## config.mk

```make
export PLATFORM = sky130hd
export DESIGN_NAME = adaptive_snap_smoother_top
export DESIGN_NICKNAME = d
export VERILOG_FILES = /design/src/hw/rtl/asns_pkg.sv /design/src/hw/rtl/asns_mul.sv /design/src/hw/rtl/asns_div.sv /design/src/hw/rtl/adaptive_snap_smoother_top.sv
export SDC_FILE = /design/constraint.sdc
export NUM_CORES = 1
export LEC_CHECK = 0
export BUFFER_PORTS_ARGS = -buffer_cell sky130_fd_sc_hd__buf_2
export CAP_MARGIN = 20
export CORE_UTILIZATION = 60
export DETAILED_ROUTE_END_ITERATION = 10
export HOLD_SLACK_MARGIN = 0.1
export PLACE_DENSITY = 0.79
export SLEW_MARGIN = 25
export SYNTH_ARGS = -nofsm -noshare
export SYNTH_HDL_FRONTEND = slang
export SYNTH_SLANG_ARGS = --single-unit
```

## constraint.sdc

```tcl
create_clock -name clk -period 8.1 [get_ports clk]
set_clock_uncertainty 0.05 [all_clocks]
set_input_delay 1.215 -clock clk [delete_from_list [all_inputs] [get_ports clk]]
set_output_delay 1.215 -clock clk [all_outputs]
set_load 0.02 [all_outputs]
```

## src/hw/rtl/asns_pkg.sv

```systemverilog
// Shared widths, register map and reset values for the adaptive snap smoother.
// Used by every module of the block; depends on nothing.
`timescale 1ns / 1ps
`default_nettype none
package asns_pkg;

  localparam int SAMPLE_W = 32;
  localparam int FRAC_W   = 16;
  localparam int GAIN_W   = 16;
  localparam int MAG_W    = SAMPLE_W + 1;
  localparam int SNAP_W   = 16;
  localparam int PROD_W   = MAG_W + SNAP_W;
  localparam int ONE_POS  = FRAC_W + 8;
  localparam int DIV_W    = ONE_POS + 1;
  localparam int CNT_W    = $clog2(SNAP_W + 1);

  localparam int ADDR_W   = 3;
  localparam int DATA_W   = 32;

  localparam logic [ADDR_W-3:0] REG_SNAP_GAIN = '0;
  localparam logic [GAIN_W-1:0] GAIN_RESET    = GAIN_W'(256);

  typedef enum logic [6:0] {
    ST_IDLE  = 7'b0000001,
    ST_DIFF  = 7'b0000010,
    ST_ABS   = 7'b0000100,
    ST_MULG  = 7'b0001000,
    ST_DIV   = 7'b0010000,
    ST_MULS  = 7'b0100000,
    ST_OUT   = 7'b1000000
  } state_t;

endpackage
`default_nettype wire

```

## src/hw/rtl/asns_mul.sv

```systemverilog
// Bit-serial shift-add multiplier: magnitude times a 16-bit operand, one bit a cycle.
// Depends on asns_pkg.
`timescale 1ns / 1ps
`default_nettype none
module asns_mul (
  input  wire logic                           clk,
  input  wire logic                           rst,
  input  wire logic                           start,
  input  wire logic [asns_pkg::MAG_W-1:0]     a,
  input  wire logic [asns_pkg::SNAP_W-1:0]    b,
  output logic                                done,
  output logic      [asns_pkg::PROD_W-1:0]    prod
);

  logic [asns_pkg::MAG_W-1:0] a_reg;
  logic [asns_pkg::CNT_W-1:0] cnt;
  logic [asns_pkg::MAG_W:0]   sum;

  always_comb begin
    sum = {1'b0, prod[asns_pkg::PROD_W-1:asns_pkg::SNAP_W]}
        + (prod[0] ? {1'b0, a_reg} : '0);
  end

  always_ff @(posedge clk) begin
    if (rst) begin
      cnt  <= '0;
      done <= 1'b0;
    end else begin
      done <= 1'b0;
      if (start) begin
        cnt <= asns_pkg::CNT_W'(asns_pkg::SNAP_W);
      end else if (cnt != '0) begin
        cnt <= cnt - 1'b1;
        if (cnt == asns_pkg::CNT_W'(1)) begin
          done <= 1'b1;
        end
      end
    end
  end

  always_ff @(posedge clk) begin
    if (start) begin
      a_reg <= a;
      prod  <= {{asns_pkg::MAG_W{1'b0}}, b};
    end else if (cnt != '0) begin
      prod  <= {sum, prod[asns_pkg::SNAP_W-1:1]};
    end
  end

endmodule
`default_nettype wire

```

## src/hw/rtl/asns_div.sv

```systemverilog
// Restoring divider for the snap curve: one quotient bit a cycle, 16 bits.
// Depends on asns_pkg.
`timescale 1ns / 1ps
`default_nettype none
module asns_div (
  input  wire logic                          clk,
  input  wire logic                          rst,
  input  wire logic                          start,
  input  wire logic [asns_pkg::DIV_W-1:0]    num_hi,
  input  wire logic [asns_pkg::DIV_W-1:0]    den,
  output logic                               done,
  output logic      [asns_pkg::SNAP_W-1:0]   quot
);

  logic [asns_pkg::DIV_W-1:0] rem;
  logic [asns_pkg::DIV_W-1:0] den_reg;
  logic [asns_pkg::CNT_W-1:0] cnt;
  logic [asns_pkg::DIV_W:0]   trial;
  logic [asns_pkg::DIV_W:0]   shifted;

  always_comb begin
    shifted = {rem, 1'b0};
    trial   = shifted - {1'b0, den_reg};
  end

  always_ff @(posedge clk) begin
    if (rst) begin
      cnt  <= '0;
      done <= 1'b0;
    end else begin
      done <= 1'b0;
      if (start) begin
        cnt <= asns_pkg::CNT_W'(asns_pkg::SNAP_W);
      end else if (cnt != '0) begin
        cnt <= cnt - 1'b1;
        if (cnt == asns_pkg::CNT_W'(1)) begin
          done <= 1'b1;
        end
      end
    end
  end

  always_ff @(posedge clk) begin
    if (start) begin
      rem     <= num_hi;
      den_reg <= den;
      quot    <= '0;
    end else if (cnt != '0) begin
      if (!trial[asns_pkg::DIV_W]) begin
        rem  <= trial[asns_pkg::DIV_W-1:0];
        quot <= {quot[asns_pkg::SNAP_W-2:0], 1'b1};
      end else begin
        rem  <= shifted[asns_pkg::DIV_W-1:0];
        quot <= {quot[asns_pkg::SNAP_W-2:0], 1'b0};
      end
    end
  end

endmodule
`default_nettype wire

```

## src/hw/rtl/adaptive_snap_smoother_top.sv

```systemverilog
// Adaptive snap smoother: sequencer, serial multiplier and divider, APB gain register.
// Each sample runs difference, magnitude, gain multiply, divide and snap multiply; the first
// sample after reset goes straight out, and a snap weight of one skips the divide and the
// second multiply. One item at a time: a new sample is taken only in the idle state.
// Reset: synchronous; clears the primed flag, the smoothed value and sets gain to 1.0.
// Depends on asns_pkg, asns_mul and asns_div.
`timescale 1ns / 1ps
`default_nettype none
module adaptive_snap_smoother_top (
  input  wire logic                              clk,
  input  wire logic                              rst,
  input  wire logic                              psel,
  input  wire logic                              penable,
  input  wire logic                              pwrite,
  input  wire logic [asns_pkg::ADDR_W-1:0]       paddr,
  input  wire logic [asns_pkg::DATA_W-1:0]       pwdata,
  output logic      [asns_pkg::DATA_W-1:0]       prdata,
  output logic                                   pready,
  input  wire logic                              s_tvalid,
  output logic                                   s_tready,
  input  wire logic [asns_pkg::SAMPLE_W-1:0]     s_tdata,   // [31:0] sample
  output logic                                   m_tvalid,
  input  wire logic                              m_tready,
  output logic      [asns_pkg::SAMPLE_W-1:0]     m_tdata    // [31:0] smoothed
);

  asns_pkg::state_t                  state;
  logic [asns_pkg::GAIN_W-1:0]       snap_gain;
  logic                              primed;
  logic [asns_pkg::SAMPLE_W-1:0]     smooth_value;
  logic [asns_pkg::SAMPLE_W-1:0]     sample;
  logic [asns_pkg::MAG_W-1:0]        diff;
  logic [asns_pkg::MAG_W-1:0]        mag;
  logic [asns_pkg::MAG_W-1:0]        mag_next;
  logic                              neg;
  logic [asns_pkg::MAG_W-1:0]        step;
  logic [asns_pkg::MAG_W-1:0]        step_round;
  logic [asns_pkg::SAMPLE_W-1:0]     smooth_next;
  logic                              snap_one;
  logic                              snap_one_path;
  logic [asns_pkg::SAMPLE_W-1:0]     smooth_next_sel;

  logic                              mul_start;
  logic                              mul_done;
  logic                              div_start;
  logic                              div_done;
  logic [asns_pkg::MAG_W-1:0]        mul_a;
  logic [asns_pkg::SNAP_W-1:0]       mul_b;
  logic [asns_pkg::PROD_W-1:0]       mul_prod;
  logic [asns_pkg::DIV_W-1:0]        div_num;
  logic [asns_pkg::DIV_W-1:0]        div_den;
  logic [asns_pkg::SNAP_W-1:0]       div_quot;

  logic                              cfg_write;
  logic                              out_free;

  assign pready    = 1'b1;
  assign cfg_write = psel && penable && pwrite
                   && (paddr[asns_pkg::ADDR_W-1:2] == asns_pkg::REG_SNAP_GAIN);
  assign prdata    = (paddr[asns_pkg::ADDR_W-1:2] == asns_pkg::REG_SNAP_GAIN)
                   ? {{(asns_pkg::DATA_W-asns_pkg::GAIN_W){1'b0}}, snap_gain} : '0;

  assign s_tready  = (state == asns_pkg::ST_IDLE) && !rst;
  assign out_free  = !m_tvalid || m_tready;

  always_comb begin
    mag_next    = diff[asns_pkg::MAG_W-1] ? (~diff + 1'b1) : diff;
    snap_one    = |mul_prod[asns_pkg::PROD_W-1:asns_pkg::ONE_POS];
    step_round  = mul_prod[asns_pkg::PROD_W-1:asns_pkg::SNAP_W]
                + asns_pkg::MAG_W'(mul_prod[asns_pkg::SNAP_W-1]);
    smooth_next = neg ? smooth_value - step[asns_pkg::SAMPLE_W-1:0]
                      : smooth_value + step[asns_pkg::SAMPLE_W-1:0];
    div_num     = {mul_prod[asns_pkg::ONE_POS-1:0], 1'b0};
    div_den     = {1'b1, mul_prod[asns_pkg::ONE_POS-1:0]};
    mul_start   = (state == asns_pkg::ST_ABS)
               || ((state == asns_pkg::ST_DIV) && div_done);
    div_start   = (state == asns_pkg::ST_MULG) && mul_done && !snap_one;
    if (state == asns_pkg::ST_ABS) begin
      mul_a = mag_next;
      mul_b = snap_gain;
    end else begin
      mul_a = mag;
      mul_b = div_quot;
    end
  end

  asns_mul u_mul (
    .clk   (clk),
    .rst   (rst),
    .start (mul_start),
    .a     (mul_a),
    .b     (mul_b),
    .done  (mul_done),
    .prod  (mul_prod)
  );

  asns_div u_div (
    .clk    (clk),
    .rst    (rst),
    .start  (div_start),
    .num_hi (div_num),
    .den    (div_den),
    .done   (div_done),
    .quot   (div_quot)
  );

  always_ff @(posedge clk) begin
    if (rst) begin
      snap_gain <= asns_pkg::GAIN_RESET;
    end else if (cfg_write) begin
      snap_gain <= pwdata[asns_pkg::GAIN_W-1:0];
    end
  end

  always_ff @(posedge clk) begin
    if (rst) begin
      state        <= asns_pkg::ST_IDLE;
      primed       <= 1'b0;
      smooth_value <= '0;
      m_tvalid     <= 1'b0;
    end else begin
      if (state == asns_pkg::ST_OUT && out_free) begin
        m_tvalid <= 1'b1;
      end else if (m_tready) begin
        m_tvalid <= 1'b0;
      end
      unique case (state)
        asns_pkg::ST_IDLE: begin
          if (s_tvalid) begin
            if (!primed) begin
              primed       <= 1'b1;
              smooth_value <= s_tdata;
              state        <= asns_pkg::ST_OUT;
            end else begin
              state <= asns_pkg::ST_DIFF;
            end
          end
        end
        asns_pkg::ST_DIFF: state <= asns_pkg::ST_ABS;
        asns_pkg::ST_ABS:  state <= asns_pkg::ST_MULG;
        asns_pkg::ST_MULG: begin
          if (mul_done) begin
            state <= snap_one ? asns_pkg::ST_MULS : asns_pkg::ST_DIV;
          end
        end
        asns_pkg::ST_DIV: begin
          if (div_done) begin
            state <= asns_pkg::ST_MULS;
          end
        end
        asns_pkg::ST_MULS: begin
          if (snap_one_path || mul_done) begin
            smooth_value <= smooth_next_sel;
            state        <= asns_pkg::ST_OUT;
          end
        end
        asns_pkg::ST_OUT: begin
          if (out_free) begin
            state <= asns_pkg::ST_IDLE;
          end
        end
        default: state <= asns_pkg::ST_IDLE;
      endcase
    end
  end

  // Snap weight of one: the step is the whole magnitude, no second multiply.
  always_ff @(posedge clk) begin
    if (rst) begin
      snap_one_path <= 1'b0;
    end else if (state == asns_pkg::ST_MULG && mul_done) begin
      snap_one_path <= snap_one;
    end else if (state == asns_pkg::ST_MULS) begin
      snap_one_path <= 1'b0;
    end
  end

  always_comb begin
    smooth_next_sel = smooth_next;
    if (!snap_one_path) begin
      smooth_next_sel = neg ? smooth_value - step_round[asns_pkg::SAMPLE_W-1:0]
                            : smooth_value + step_round[asns_pkg::SAMPLE_W-1:0];
    end
  end

  always_ff @(posedge clk) begin
    if (state == asns_pkg::ST_IDLE && s_tvalid) begin
      sample <= s_tdata;
    end
    if (state == asns_pkg::ST_DIFF) begin
      diff <= {sample[asns_pkg::SAMPLE_W-1], sample}
            - {smooth_value[asns_pkg::SAMPLE_W-1], smooth_value};
    end
    if (state == asns_pkg::ST_ABS) begin
      mag <= mag_next;
      neg <= diff[asns_pkg::MAG_W-1];
    end
    if (state == asns_pkg::ST_MULG && mul_done) begin
      step <= mag;
    end
    if (state == asns_pkg::ST_OUT && out_free) begin
      m_tdata <= smooth_value;
    end
  end

endmodule
`default_nettype wire
```

==> metrics.txt, run 1 <==
outcome=completed; min-delay src=mag[27]$_DFF_P_; global placer's final weighted congestion=0.9592; Area Growth Syn to Fin=9.563%; drt pass-1 iters=5; met1 Use GR=43.03%; ys flop type=edfxtp_1; Root Driver=clkbuf_16; yosys warns=0; leakage power=9.889 nW; Synth Register Bits=380; r2r startpoint=u_mul.prod[15]$_DFFE_PP_; pre-CTS WS=1.964 ns; Resized Gates After CTS=0; post-route setup TNS=0 ns; diode count=0; TritonCTS clock tree=yes; Post-Syn Area=23410 sq um; hold buffers post-CTS=0; commonest non-fill, non-tap cell in the layout=nand2_1; largest net degree at the start of global routing=85; fin nets=2819; syn_area_per_cell=9.158 sq um; Slew Limit Headroom=32.05%; placed insts=3078; Num CTS Buffers=42; WP data required=8.51 ns; Setup violations, final=0; clock transition at the registers of the reported paths=0.07 ns; Final min period=6.313 ns; final non-filler cell total=3155; Hold Crit Depth=0; Rows=71; Max Cap Viol=0; Worst Setup SP=u_mul.prod[15]$_DFFE_PP_; Starting Density=61.56%; Setup crit start kind=register; clock latency on the worst-skew pair=0.57 ns; H-Tree Depth=2; WS Path Type=reg2reg; Largest register FFs=49; unrepaired setup endpoints after global routing=no; Unique masters post-synth=99; post-DR vias/cell=6.232; io pins=141; die height=199.5 um; Min-Delay Path Class=reg2reg; share of layout cells above drive strength 1=9.531%; GR peak layer=met2; Core Area=38020 sq um; Global Route Usage Sum=30.33%; initial drt markers=1920; Vias=19661; Max Fclk=0.1584 GHz; clk buf depth=3; fin. max-slew vios=0; crit share post-route=77.94%; antenna viol nets, final=0; Worst Slack Setup Final=1.787 ns; GRT overflow=0; DR DRC count=0; wire length after detailed routing=59510 um; Reg with most FFs=u_mul.prod; Mapped Cells=2556; Post-CTS Setup Inserts=0; grt met2 use=47.78%; crit path max fanout=6; number of synthesized flops with an enable pin=227; initial antenna violation count=0; wire length per cell=18.86 um; Pwr per Cell Area=359.8 nW/um^2; sequential area share after synthesis=42.21%; critical path arrival=6.73 ns; met3 usage=4.034%; hold violation count in the final report=0; CP Capture Type=register; Worst Reg-to-Reg Cells=20; number of global-route vias before repair=18523; Die W=199.5 um; Clock Sinks=380; commonest non-fill, non-tap cells in the layout=331 x nand2_1, 227 x edfxtp_1, 193 x a21oi_1; Worst Tran Pin Value=1.017 ns; die area=39810 sq um; asr flop ratio synth=0%; port buffer count=105; first-pass GRT wire length=96000 um; VDD IR-drop max=193.0 uV; hpwl dp=42710 um
==> cell usage after synthesis, types with 32 or more instances <==
cell type	count	share of area (%)
a31oi_1	44	1.2
xnor2_1	101	3.8
nand3_1	62	1.3
ha_1	130	6.9
o21ai_0	128	2.7
xor2_1	93	3.5
nand2b_1	32	0.86
a211oi_1	49	1.6
a21o_1	45	1.4
inv_1	111	1.8
edfxtp_1	227	29
a21oi_1	193	4.1
nor2b_1	40	1.1
dfxtp_1	153	13
nor2_1	170	2.7
clkbuf_1	78	1.3
nor3_1	60	1.3
nand4_1	32	0.86
and2_1	48	1.3
nand2_1	332	5.3
==> critical path, stage by stage (launching register included) <==
cell	delay (ns)
edfxtp_1	0.51
ha_1	0.34
xnor2_1	0.25
ha_1	0.25
nand3_1	0.10
nor4_2	0.41
nand3_1	0.27
nor3_2	0.30
or2b_1	0.28
o311ai_0	0.72
ha_1	0.44
a21o_1	0.19
a211oi_1	0.37
o21ai_0	0.21
a22oi_1	0.28
a31oi_1	0.22
a21oi_1	0.28
o21bai_1	0.13
a21oi_1	0.20
nor4_1	0.08
a211o_1	0.32
==> report_power, final <==
group          leakage [nW]  switching [mW]  internal (mW)
clock network         0.689           0.815           1.13
registers              3.33           0.456           2.53
logic                  5.87            2.54           1.75
==> logic make-up after synthesis <==
logic type,after synthesis,synth area share [%]
and+or+nand+nor,911,19.29
AOI/OAI and AO/OA,674,18.79
DFF,380,42.21
buffers and inverters,249,4.506
xor gates and xnor gates,195,7.355
adders and majority gates,134,7.291
muxes,11,0.5292
other,2,0.03208
==> final cells by class <==
| class | count | area, sq um |
|---|---|---|
| Clock buffer | 52 | 1171 |
| Clock inverter | 25 | 227.7 |
| Fill cell | 2965 | 12380 |
| Inverter | 116 | 435.4 |
| Multi-Input combinational cell | 1942 | 12590 |
| Sequential cell | 380 | 9881 |
| Tap cell | 511 | 639.4 |
| Timing Repair Buffer | 129 | 705.7 |
==> per-stage QoR <==
stage / utilization [%] / instance area [sq um] / hold WS (ns) / total power [mW]
3_3_place_gp: 63.77 / 24240 / 0.3627 / 7.022
5_1_grt: 67.45 / 25650 / 0.3847 / 9.835
6_report: 67.45 / 25650 / 0.3761 / 9.226
3_5_place_dp: 63.77 / 24240 / 0.3654 / 7.190
2_1_floorplan: - / 23460 / 0.3581 / 6.213
4_1_cts: 67.44 / 25640 / 0.3779 / 9.157
==> final timing paths <==
check	slack, ns	endpoint
setup / recovery	1.79	smooth_value[31]$_SDFFE_PP0P_
hold / removal	0.38	step[27]$_DFFE_PP_
setup reg to reg	1.79	smooth_value[31]$_SDFFE_PP0P_
hold reg to reg	0.38	step[27]$_DFFE_PP_
==> per-layer routing <==
metal / share of wire (%) / vias up
met2: 46 / 747
met1: 44 / 9379
li1: - / 9429
met4: 2.4 / 0
met3: 7.6 / 106
met5: 0 / -
No activity file was read; power rests on OpenSTA's default activity.
==> run 2, diff against run 1 <==
- CORE_UTILIZATION: 60 -> 56
- PLACE_DENSITY: 0.79 -> 0.77
- clock period: 8.1 -> 5.1 ns (I/O delays scaled with it)
==> run 2 against run 1 <==
The run now ends with DRC left. Cell area increased by 4.3%. First-iteration DRC count decreased by 26%. Routed wire length increased by 4.5%. Worst setup slack got worse by 1.8 ns. Hold slack got worse by 0.048 ns. Count of clock-buffer cells in the layout increased by 8. Sequential share of layout area decreased by 1.6 points. Clock power increased by 71%. Maximum frequency increased by 24%. Core utilization decreased by 2.2 points. Critical path type unchanged. Highest routed layer unchanged.
==> metrics.txt, run 2 (synthesis results as in run 1) <==
outcome=finished with violations; violated checks=DRC; H-Tree Depth=2 (unchanged); unrepaired setup endpoints after global routing=yes; Vias=20062 (+2.0%); port buffer count=105 (unchanged); Reg with most FFs=u_mul.prod; Global Route Usage Sum=29.23% (-1.1 points); DR DRC count=2 (+2); clk buf depth=3 (unchanged); Max Fclk=0.1965 GHz (+24%); Setup violations, final=0 (unchanged); largest net degree at the start of global routing=84 (-1.2%); clock transition at the registers of the reported paths=0.06 ns (about the same); Worst Tran Pin Value=1.020 ns (+0.002459 ns); fin nets=2910 (+3.2%); Clock Power Share=21.3% (+0.2 points); Core Area=41020 sq um (+7.9%); initial antenna violation count=0 (unchanged); Area Growth Syn to Fin=14.32%; r2r startpoint=u_mul.prod[15]$_DFFE_PP_; min-delay src=s_tdata[17]; first-pass GRT wire length=98820 um (+2.9%); clock latency on the worst-skew pair=0.58 ns (about the same); crit share post-route=99.76% (+22 points); io pins=141 (unchanged); M1 WL=27280 um (+3.0%); WL met2=28710 um (+5.9%); WS Path Type=reg2reg; switching share of total power=40.16% (-1.1 points); fin. max-slew vios=0 (unchanged); share of layout cells above drive strength 1=13.93% (+4.4 points); top sig layer=met4; hpwl dp=45170 um (+5.7%); Rows=74 (+4.2%); Routed met3 length=4533 um (+0.40%); diode count=0 (unchanged); Clock Sinks=380 (unchanged); TritonCTS clock tree=yes; number of global-route vias before repair=19003 (+2.6%); Min-Delay Path Class=in2reg; wire length after detailed routing=62220 um (+4.5%); VDD IR-drop max=334.2 uV (+73%); GRT overflow=0 (unchanged); WP data required=5.53 ns (-2.98 ns); initial drt markers=1427 (-26%); final non-filler cell total=3267 (+3.5%); Flop pwr share=29.6% (-2.8 points); drt pass-1 iters=8 (+3); leakage power=10.43 nW (+5.5%); placed insts=3179 (+3.3%); post-DR vias/cell=6.141 (-1.5%); Int Pwr=9.333 mW (+72%); Root Driver=clkbuf_16; Comb power frac=49.1% (+2.6 points); Final min period=5.088 ns (-1.225 ns); total power=15.60 mW (+69%); Die W=206.5 um (+3.5%); wire length per cell=19.04 um (+0.96%); crit path max fanout=4 (-2); Max Cap Viol=0 (unchanged); Slew Limit Headroom=31.88% (-0.16 points); Worst Reg-to-Reg Cells=23 (+15%); Largest register FFs=49 (unchanged); # fillers=3217 (+8.5%); Starting Density=57.07% (-4.5 points); die height=206.5 um (+3.5%); critical path arrival=5.52 ns (-1.21 ns); Num CTS Buffers=42 (unchanged); Hold Crit Depth=1 (+1); global placer's final weighted congestion=0.9064 (-5.5%); net load switching power=6.265 mW (+64%); commonest non-fill, non-tap cell in the layout=nand2_1; commonest non-fill, non-tap cells in the layout=331 x nand2_1, 227 x edfxtp_1, 188 x a21oi_1; antenna viol nets, final=0 (unchanged); die area=42620 sq um (+7.1%); CP Capture Type=register; hold violation count in the final report=0 (unchanged); Worst Setup SP=u_mul.prod[15]$_DFFE_PP_; Setup crit start kind=register; FF-to-FF setup slack=0.01 ns (-1.77 ns); Pwr per Cell Area=582.9 nW/um^2 (+62%)
[run 2: changes by cell type in the layout (fill, tap and decap cells not counted), sizes merged]
| cell | delta |
|---|---|
| inv | -2 |
| bufinv | +6 |
| buf | +91 |
| clkinv | -12 |
| clkbuf | +8 |
[run 2: worst paths after layout]
kind / to
min: sample[17]$_DFFE_PP_
max reg2reg: smooth_value[27]$_SDFFE_PP0P_
min reg2reg: step[8]$_DFFE_PP_
max: smooth_value[27]$_SDFFE_PP0P_
[run 2: what timing repair did]
action / in CTS / in global routing
hold buffers: 0 / 0
setup endpoints to repair: 12 / 13
gates resized for setup: 9 / 52
pin swaps: 7 / 33
buffers inserted: 4 / 7
endpoints found under the hold margin: 0 / 0
[run 2: cell type report]
type | instances | area [sq um] | share of cell area, %
Clock buffer | 60 | 1190 | 4.447
Inverter | 116 | 435.4 | 1.627
Clock inverter | 17 | 322.8 | 1.206
Timing Repair Buffer | 220 | 1396 | 5.218
Tap cell | 532 | 665.6 | 2.487
Sequential cell | 380 | 9882 | 36.93
Multi-Input combinational cell | 1942 | 12870 | 48.09
[run 2: worst max-delay path, cell delays in order, from the launching register on]
cell and delay, ns:
edfxtp_1 0.43, ha_2 0.31, buf_4 0.14, or4_1 0.42, o311a_4 0.18, nor4_4 0.35, o2111ai_2 0.22, nor4b_4 0.33
buf_4 0.18, a21oi_1 0.07, xor2_1 0.17, nor2_1 0.18, a21oi_2 0.10, ha_4 0.34, nand2_1 0.07, a21oi_2 0.17
o211ai_1 0.17, a31oi_2 0.25, a21oi_2 0.10, buf_4 0.13, o21bai_1 0.18, xor2_1 0.17, nand2_1 0.07, a311oi_1 0.25
[run 2: metrics by stage]
| stage | hold WS [ns] | worst slack, ns | area [sq um] | TNS, ns | utilization, % |
|---|---|---|---|---|---|
| after floorplan | 0.3581 | 0.2072 | 23460 | 0 | - |
| after global placement | 0.3643 | -0.1800 | 24870 | -0.4618 | 60.64 |
| after detailed placement | 0.3633 | -0.3545 | 24870 | -1.710 | 60.64 |
| after CTS | 0.3068 | 0.0004121 | 26460 | 0 | 64.51 |
| after global routing | 0.3224 | -0.2592 | 26760 | -1.874 | 65.24 |
| final | 0.3277 | 0.01201 | 26760 | 0 | 65.24 |
[run 2: per-layer routing]
metal / vias up / GRT usage, %
met5: - / 0
met4: 0 / 9.270
met3: 111 / 3.784
met2: 817 / 47.19
met1: 9539 / 40.57
li1: 9595 / -
[run 2: power by group through the flow]
| stage | Combinational [mW] | Clock (mW) | Sequential, mW |
|---|---|---|---|
| floorplan | 5.50 | 0 | 4.37 |
| global placement | 6.97 | 0 | 4.61 |
| detailed placement | 7.21 | 0 | 4.63 |
| CTS | 7.32 | 3.36 | 4.58 |
| global route | 8.43 | 3.48 | 4.67 |
| finish | 7.66 | 3.33 | 4.61 |
